[src/hdl/buddy_page_allocator_macros.svh]
// Assertion macros shared by the buddy page allocator RTL.
// No dependencies; included by the modules that carry assertions.
`ifndef BUDDY_PAGE_ALLOCATOR_MACROS_SVH
`define BUDDY_PAGE_ALLOCATOR_MACROS_SVH

// A property that must hold at every clock edge outside reset.
`define BPA_CHECK(name, clk, rst, prop, msg) \
   name: assert property (@(posedge clk) disable iff (rst) (prop)) else $error(msg);

// A condition that must be followed by another one on the next edge.
`define BPA_CHECK_NEXT(name, clk, rst, cause, effect, msg) \
   name: assert property (@(posedge clk) disable iff (rst) (cause) |=> (effect)) else $error(msg);

`endif

[src/hdl/bpa_pkg.sv]
// Shared types, constants and helper functions of the buddy page allocator.
// No dependencies; used by bpa_ctrl, bpa_datapath and the top level.
package bpa_pkg;

   localparam int LEVEL_LIMIT = 10;
   localparam int NODE_COUNT  = (1 << (LEVEL_LIMIT + 1)) - 1;
   localparam int ADDR_W      = 11;
   localparam int PAGE_W      = 10;
   localparam int COUNT_W     = 11;
   localparam int LVL_W       = 4;
   localparam int NODE_W      = 4;

   // Node codes; they sort above every level, as the allocator expects.
   localparam logic [NODE_W-1:0] CODE_FILLED    = 4'd15;
   localparam logic [NODE_W-1:0] CODE_ALLOCATED = 4'd14;
   localparam logic [NODE_W-1:0] CODE_UNUSABLE  = 4'd13;

   localparam logic [2:0] ACT_INIT    = 3'd0;
   localparam logic [2:0] ACT_RESERVE = 3'd1;
   localparam logic [2:0] ACT_READY   = 3'd2;
   localparam logic [2:0] ACT_ALLOC   = 3'd3;
   localparam logic [2:0] ACT_FREE    = 3'd4;

   localparam logic [2:0] ST_OK        = 3'd0;
   localparam logic [2:0] ST_NO_SPACE  = 3'd1;
   localparam logic [2:0] ST_BAD_SIZE  = 3'd2;
   localparam logic [2:0] ST_NOT_ALLOC = 3'd3;
   localparam logic [2:0] ST_PHASE     = 3'd4;
   localparam logic [2:0] ST_RANGE     = 3'd5;

   typedef enum logic [4:0] {
      S_IDLE, S_INIT_WR, S_RSV_WR, S_RDY_RD, S_RDY_WR,
      S_AL_ROOT_RD, S_AL_ROOT_EV, S_AL_EVAL, S_AL_SPLIT_A, S_AL_SPLIT_B,
      S_AL_SPLIT_C, S_AL_CH_RD, S_AL_CH_EV, S_AL_MARK, S_RF_RD, S_RF_WR,
      S_FR_RD, S_FR_EV, S_FR_SET, S_MG_RD, S_MG_EV, S_DONE
   } ctl_state_type;

   typedef enum logic [4:0] {
      DP_NOP, DP_START_INIT, DP_START_RSV, DP_START_RDY, DP_START_WALK,
      DP_INIT_WR, DP_RSV_WR, DP_RD_CH, DP_RDY_WR, DP_RD_IDX, DP_CAP,
      DP_SPLIT_A, DP_SPLIT_B, DP_SPLIT_C, DP_CH_SEL, DP_MARK, DP_RD_PAIR,
      DP_RF_WR, DP_FR_STEP, DP_FR_SET, DP_MG_STEP
   } dp_op_type;

   typedef struct packed {
      dp_op_type  op;
      logic       accept;
      logic       status_we;
      logic [2:0] status;
      logic       set_ready;
      logic       emit;
   } dp_cmd_type;

   typedef struct packed {
      logic init_bad;
      logic init_done;
      logic ready;
      logic rsv_range_bad;
      logic size_bad;
      logic page_bad;
      logic top_zero;
      logic init_last;
      logic rsv_last;
      logic root_no_space;
      logic cv_eq_lvl;
      logic lvl_eq_al;
      logic lvl_ge_top;
      logic idx_zero;
      logic parent_zero;
      logic node_alloc;
      logic fr_stop;
      logic mg_match;
      logic rsp_free;
   } dp_flags_type;

   // Smallest l with 2^l >= n, for n in 1 .. 2^LEVEL_LIMIT.
   function automatic logic [LVL_W-1:0] ceil_log2(input logic [COUNT_W-1:0] n);
      logic [LVL_W-1:0] r;
      r = '0;
      for (int l = LEVEL_LIMIT; l >= 0; l--) begin
         if ((12'(1) << l) >= {1'b0, n}) r = LVL_W'(l);
      end
      return r;
   endfunction

   // Tree level of a node index: floor(log2(index + 1)).
   function automatic logic [LVL_W-1:0] node_level(input logic [ADDR_W-1:0] idx);
      logic [ADDR_W:0]  v;
      logic [LVL_W-1:0] r;
      v = {1'b0, idx} + 12'd1;
      r = '0;
      for (int l = 0; l <= ADDR_W; l++) begin
         if (v[l]) r = LVL_W'(l);
      end
      return r;
   endfunction

endpackage

[src/hdl/bpa_ctrl.sv]
// Controller of the buddy page allocator: sequences every action.
// Depends on bpa_pkg; drives bpa_datapath through command and flag structs.
module bpa_ctrl (
   input  logic                  clock,
   input  logic                  reset,
   input  logic                  req_tvalid,
   output logic                  req_tready,
   input  logic [2:0]            req_action,
   input  bpa_pkg::dp_flags_type flags,
   output bpa_pkg::dp_cmd_type   cmd
);
   import bpa_pkg::*;

   ctl_state_type state_ff, state_in;
   logic          accept;

   assign req_tready = (state_ff == S_IDLE);
   assign accept     = req_tvalid && req_tready;

   always_ff @(posedge clock) begin
      if (reset) begin
         state_ff <= S_IDLE;
      end else begin
         state_ff <= state_in;
      end
   end

   // Next state.
   always_comb begin
      state_in = state_ff;
      unique case (state_ff)
         S_IDLE: begin
            if (accept) begin
               unique case (req_action)
                  ACT_INIT:    state_in = flags.init_bad ? S_DONE : S_INIT_WR;
                  ACT_RESERVE: begin
                     if (!flags.init_done || flags.ready || flags.rsv_range_bad)
                        state_in = S_DONE;
                     else
                        state_in = S_RSV_WR;
                  end
                  ACT_READY: begin
                     if (!flags.init_done || flags.ready || flags.top_zero)
                        state_in = S_DONE;
                     else
                        state_in = S_RDY_RD;
                  end
                  ACT_ALLOC:
                     state_in = (!flags.ready || flags.size_bad) ? S_DONE : S_AL_ROOT_RD;
                  ACT_FREE:
                     state_in = (!flags.ready || flags.page_bad) ? S_DONE : S_FR_RD;
                  default: state_in = S_DONE;
               endcase
            end
         end
         S_INIT_WR:    if (flags.init_last) state_in = S_DONE;
         S_RSV_WR:     if (flags.rsv_last) state_in = S_DONE;
         S_RDY_RD:     state_in = S_RDY_WR;
         S_RDY_WR:     state_in = flags.idx_zero ? S_DONE : S_RDY_RD;
         S_AL_ROOT_RD: state_in = S_AL_ROOT_EV;
         S_AL_ROOT_EV: state_in = flags.root_no_space ? S_DONE : S_AL_EVAL;
         S_AL_EVAL: begin
            if (flags.cv_eq_lvl)
               state_in = flags.lvl_eq_al ? S_AL_MARK : S_AL_SPLIT_A;
            else
               state_in = flags.lvl_ge_top ? S_DONE : S_AL_CH_RD;
         end
         S_AL_SPLIT_A: state_in = S_AL_SPLIT_B;
         S_AL_SPLIT_B: state_in = S_AL_SPLIT_C;
         S_AL_SPLIT_C: state_in = flags.lvl_ge_top ? S_DONE : S_AL_CH_RD;
         S_AL_CH_RD:   state_in = S_AL_CH_EV;
         S_AL_CH_EV:   state_in = S_AL_EVAL;
         S_AL_MARK:    state_in = flags.idx_zero ? S_DONE : S_RF_RD;
         S_RF_RD:      state_in = S_RF_WR;
         S_RF_WR:      state_in = flags.parent_zero ? S_DONE : S_RF_RD;
         S_FR_RD:      state_in = S_FR_EV;
         S_FR_EV: begin
            priority if (flags.node_alloc) state_in = S_FR_SET;
            else if (flags.fr_stop)        state_in = S_DONE;
            else                           state_in = S_FR_RD;
         end
         S_FR_SET:     state_in = flags.idx_zero ? S_DONE : S_MG_RD;
         S_MG_RD:      state_in = S_MG_EV;
         S_MG_EV: begin
            if (flags.mg_match) state_in = flags.parent_zero ? S_DONE : S_MG_RD;
            else                state_in = S_RF_RD;
         end
         S_DONE:       if (flags.rsp_free) state_in = S_IDLE;
         default:      state_in = S_IDLE;
      endcase
   end

   // Commands.
   always_comb begin
      cmd           = '0;
      cmd.op        = DP_NOP;
      cmd.status    = ST_OK;
      cmd.accept    = accept;
      unique case (state_ff)
         S_IDLE: begin
            if (accept) begin
               cmd.status_we = 1'b1;
               unique case (req_action)
                  ACT_INIT: begin
                     if (flags.init_bad) cmd.status = ST_BAD_SIZE;
                     else                cmd.op     = DP_START_INIT;
                  end
                  ACT_RESERVE: begin
                     priority if (!flags.init_done || flags.ready) cmd.status = ST_PHASE;
                     else if (flags.rsv_range_bad)                 cmd.status = ST_RANGE;
                     else                                          cmd.op = DP_START_RSV;
                  end
                  ACT_READY: begin
                     priority if (!flags.init_done || flags.ready) cmd.status = ST_PHASE;
                     else if (flags.top_zero)                      cmd.set_ready = 1'b1;
                     else                                          cmd.op = DP_START_RDY;
                  end
                  ACT_ALLOC: begin
                     priority if (!flags.ready) cmd.status = ST_PHASE;
                     else if (flags.size_bad)   cmd.status = ST_BAD_SIZE;
                     else                       cmd.op     = DP_START_WALK;
                  end
                  ACT_FREE: begin
                     priority if (!flags.ready) cmd.status = ST_PHASE;
                     else if (flags.page_bad)   cmd.status = ST_RANGE;
                     else                       cmd.op     = DP_START_WALK;
                  end
                  default: cmd.status = ST_RANGE;
               endcase
            end
         end
         S_INIT_WR:    cmd.op = DP_INIT_WR;
         S_RSV_WR:     cmd.op = DP_RSV_WR;
         S_RDY_RD:     cmd.op = DP_RD_CH;
         S_RDY_WR: begin
            cmd.op        = DP_RDY_WR;
            cmd.set_ready = flags.idx_zero;
         end
         S_AL_ROOT_RD: cmd.op = DP_RD_IDX;
         S_AL_ROOT_EV: begin
            cmd.op        = DP_CAP;
            cmd.status_we = flags.root_no_space;
            cmd.status    = ST_NO_SPACE;
         end
         S_AL_EVAL: begin
            cmd.status_we = !flags.cv_eq_lvl && flags.lvl_ge_top;
            cmd.status    = ST_NO_SPACE;
         end
         S_AL_SPLIT_A: cmd.op = DP_SPLIT_A;
         S_AL_SPLIT_B: cmd.op = DP_SPLIT_B;
         S_AL_SPLIT_C: begin
            cmd.op        = DP_SPLIT_C;
            cmd.status_we = flags.lvl_ge_top;
            cmd.status    = ST_NO_SPACE;
         end
         S_AL_CH_RD:   cmd.op = DP_RD_CH;
         S_AL_CH_EV:   cmd.op = DP_CH_SEL;
         S_AL_MARK:    cmd.op = DP_MARK;
         S_RF_RD:      cmd.op = DP_RD_PAIR;
         S_RF_WR:      cmd.op = DP_RF_WR;
         S_FR_RD:      cmd.op = DP_RD_IDX;
         S_FR_EV: begin
            cmd.op        = DP_FR_STEP;
            cmd.status_we = !flags.node_alloc && flags.fr_stop;
            cmd.status    = ST_NOT_ALLOC;
         end
         S_FR_SET:     cmd.op = DP_FR_SET;
         S_MG_RD:      cmd.op = DP_RD_PAIR;
         S_MG_EV:      cmd.op = DP_MG_STEP;
         S_DONE:       cmd.emit = flags.rsp_free;
         default:      cmd.op = DP_NOP;
      endcase
   end

endmodule

[config.mk]
export PLATFORM = sky130hd
export DESIGN_NAME = bpa_ctrl
export DESIGN_NICKNAME = d
export VERILOG_FILES = /design/src/hdl/buddy_page_allocator_macros.svh /design/src/hdl/bpa_pkg.sv /design/src/hdl/bpa_ctrl.sv
export SDC_FILE = /design/constraint.sdc
export NUM_CORES = 1
export LEC_CHECK = 0
export CELL_PAD_IN_SITES_DETAIL_PLACEMENT = 2
export CELL_PAD_IN_SITES_GLOBAL_PLACEMENT = 2
export CORE_AREA = 2 2 64 66
export DETAILED_ROUTE_END_ITERATION = 8
export DIE_AREA = 0 0 66 68
export DONT_BUFFER_PORTS = 1
export PLACE_DENSITY = 0.83
export RECOVER_POWER = 50
export SYNTH_ARGS = -nofsm -noshare
export SYNTH_HDL_FRONTEND = slang
export SYNTH_SLANG_ARGS = --single-unit
[constraint.sdc]
create_clock -name clock -period 4.3 [get_ports clock]
set_input_delay 0.645 -clock clock [delete_from_list [all_inputs] [get_ports clock]]
set_output_delay 0.645 -clock clock [all_outputs]
set_load 0.05 [all_outputs]
# After elaboration in Yosys (flattened, before gate mapping)
# Index checks and enable logic that the tools add are counted.
# Widths: inputs -> output; s select.
# word_totals
reg_bits	5
in_bits	25
output_inout_bits	13
wordCells	99
# classes
n_eq_ne	29
mux	51
n_reduce_logical	18
# ops
operator	n
$pmux 5 s22	1
$mux 5	19
$pmux 5 s17	1
$pmux 5 s5	2
$mux 3	15
$eq 5x4->1 const B	8
$eq 5x5->1 const B	6
$eq 5x3->1 const B	4
$pmux 4 s5	1
$pmux 3 s5	1
$eq 5x2->1 const B	2
$mux 2	5
$eq 3x2->1 const B	2
$ne 2x2->1 const B	3
$reduce_or 2->1	3
$eq 5x1->1 const B	1
$logic_not 5->1	1
$logic_or 1x1->1	5
$mux 1	5
$logic_not 1->1	4
$reduce_and 4->1	1
$eq 3x1->1 const B	1
$eq 3x3->1 const B	1
$logic_and 1x1->1	3
3 further kinds	3

# Logic depth before layout (Yosys ltp)
# depth
depth_word	7
mapped_depth	7
mapped_depth_nobuf	5

# Worst setup path before layout
# Ideal clock, no wire load.
# synth_path
path_kind	reg-to-output
startpoint	register state_ff[1]
endpoint	output port cmd[9] (netlist name)
arrival_ps	2678
t_required_ps	3655
slack_ps	977
stages_incl_launch_ff	5
n_path_buf	2
cell_sequence	dfxtp_1 -> buf_6 -> buf_2 -> nor2_1 -> o311ai_0
# synth_lines
element	line_no	text
start: declaration	bpa_ctrl.sv:14	ctl_state_type state_ff, state_in;
start signal: assignment	bpa_ctrl.sv:24	state_ff <= state_in;
end: declaration	bpa_ctrl.sv:10	output bpa_pkg::dp_cmd_type cmd

==> reports/summary.txt <==
Outcome: complete, but fails checks
Violated checks: capacitance limit, slew limit
Clk Latency, worst-skew pair: 0.23 ns
Crit start category: flop
VDD IR-drop max: 0.2060 mV
Congestion Overflow GR: 0
Share of the synthesized area in the top cell type: 7.843%
Residual DRC count: 0
Largest Register: state_ff
Initial core utilization: 33.10%
Yosys cell types: 55
Final hold slack: 0.4840 ns
Most frequent cells after synthesis: nand2_1 (21), nor2_1 (18), a21oi_1 (17)
Largest regs: state_ff (5)
Worst Path Max Fanout: 26
Layout cells sized above 1: 7.292%
Mapped Avg Cell Area: 6.349 um2
Pin count of the biggest net entering global routing: 35
Resize count post-CTS: 0
CTS H-tree lvls: 1
Hold Path Class: in2reg
Crit-path max cell delay: 1.36 ns
PD cells: 676.2 nW/um2
WL/cell: 21.34 um
Placer Congestion: 0.8386
Setup TNS Final: 0 ns
Final ANT Viol Nets: 0
#FFs+latches synth: 5
Crit path kind: reg2out
Mapped Cells: 201
Non-filler cells, final: 242
Worst-path clk slew: 0.04 ns
Avg Vias per Cell: 6.376
Pwr Total: 890.9 uW
Core Area: 3856 um2
CTS Hold Bufs: 0
IO Pins: 38
Sequential element share of the synthesized area: 7.843%
Leakage power: 0.0004299 uW
Post-DP Area: 1309 um2
Syn. warnings: 0
First-pass GRT wire length: 8190 um
Worst path cell trace: nor4_1 -> nand3b_2 -> o32ai_1
Vias in the first global route: 1,570
Initial antenna violation count: 0
DIE HEIGHT: 68 um
Clk buf depth: 2
Max Cap Viol: 2
Rel. slew slack: -6.744%
Crit-path leading delay family: compound AO/OA/AOI/OAI gates
CTS tree: built
EDFF count, synth: 0
Slew Viols, Final: 2
# setup viols final: 0
Post-Syn Nets: 226
Num rows: 23
Worst-Margin Slew: 1.596 ns
DR vias: 1,543
Mapped Area: 1276 um2
Most frequent cell after synthesis: nand2_1
Clock root buffer: clkbuf_8
Final Hold Vio Count: 0
Period utilization: 85.87%
Design area: 1318 um2
WP data required: 3.65 ns
N_diodes: 0
Placed cells: 238
Area leader, netlist: dfxtp_1
Num CTS Buffers: 3
Async SR Flop Fraction: 0%
Critical-path top delay cell: o32ai_1
CP endpoint kind: primary output
# port buffers: 0
CTS sink cnt: 5
HPWL after DPL: 3980 um
Setup bufs post-CTS: 0
Max reg flops: 5
Unrepaired setup endpoints after global routing: no
Top_reg_cell synth: dfxtp_1
Routed wire length: 5165 um
All-Layer GR Usage: 24.04%
Die Wd: 66 um
Largest cells by area after synthesis: dfxtp_1 (7.8%), a21oi_1 (6.7%), o21ai_0 (6.3%), nand2_1 (6.2%), nor2_1 (5.3%)
Fin Clk Skew: 0.006295 ns
Bufs and invs on worst path: 0
Drt pass-1 iters: 4
Die area: 4488 um2
CP Data Arrival Time: 3.05 ns
DR iter-0 viols: 82
NumNets Final: 218
Max Freq: 270.8 MHz
Area Overhead vs Synth: 3.235%
Period minus WS final: 3.692 ns
-- worst register-to-register path, cell delays in order, from the launching register on --
cell	delay (ns)
dfxtp_1	0.56
nor2_1	0.61
nand2_1	0.12
nor2_1	0.17
clkbuf_1	0.57
o21ai_0	0.21
a41oi_1	0.26
-- worst paths after layout --
kind / from / cells past startpoint / slack [ns] / end
setup reg to reg: state_ff[2]$_SDFFE_PP0P_ / 6 / 1.71 / state_ff[2]$_SDFFE_PP0P_
hold / removal: reset / 1 / 0.48 / state_ff[3]$_SDFFE_PP0P_
hold reg to reg: state_ff[4]$_SDFFE_PP0P_ / 3 / 0.72 / state_ff[1]$_SDFFE_PP0P_
setup / recovery: state_ff[2]$_SDFFE_PP0P_ / 3 / 0.61 / cmd[3]
-- cells by family after synthesis --
group / after synthesis / share of synthesized area (%)
AO/OA/AOI/OAI: 72 / 38.24
flip-flops: 5 / 7.843
XOR/XNOR: 2 / 1.373
buffers and inverters: 27 / 10.49
AND/OR/NAND/NOR: 91 / 38.92
multiplexers: 4 / 3.137
-- layout by cell type, fill, tap and decap left out, types with 3 or more instances in the layout --
cell,instances
a21oi_1,17
nor2_1,18
nand3_1,7
nand3b_1,3
o211ai_1,4
nor2b_1,9
nor4b_1,3
a41oi_1,3
mux2i_1,4
dfxtp_1,5
nor3b_1,4
o21ai_0,14
buf_4,4
o21a_1,3
nor3_1,9
inv_1,9
nand2_1,21
clkbuf_8,3
nand2b_1,6
-- power by group --
group          switching [uW]  total, uW  internal [uW]
registers                27.7       88.5           60.9
logic                     519        711            192
clock network            27.0       91.0           64.0
-- layer usage --
layer	up-vias	share of wire (%)	GRT usage (%)
met5	-	0	0
met4	0	0	2.041
met3	0	6.3	5.592
met2	53	49	43.18
met1	758	44	30.54
li1	732	-	-
-- final cells by class --
type,instances,area [um2]
Sequential cell,5,100.1
Fill cell,499,2539
Tap cell,50,62.56
Timing Repair Buffer,5,33.78
Clock buffer,4,45.04
Multi-Input combinational cell,169,1042
Inverter,9,33.78
-- through the flow --
stage / worst slack, ns / utilization (%)
2_1_floorplan: 0.9775 / -
3_3_place_gp: 1.279 / 33.94
3_5_place_dp: 1.255 / 33.94
4_1_cts: 0.9930 / 35.11
5_1_grt: 0.4231 / 34.17
6_report: 0.6077 / 34.17
No activity file was read; power rests on OpenSTA's default activity.
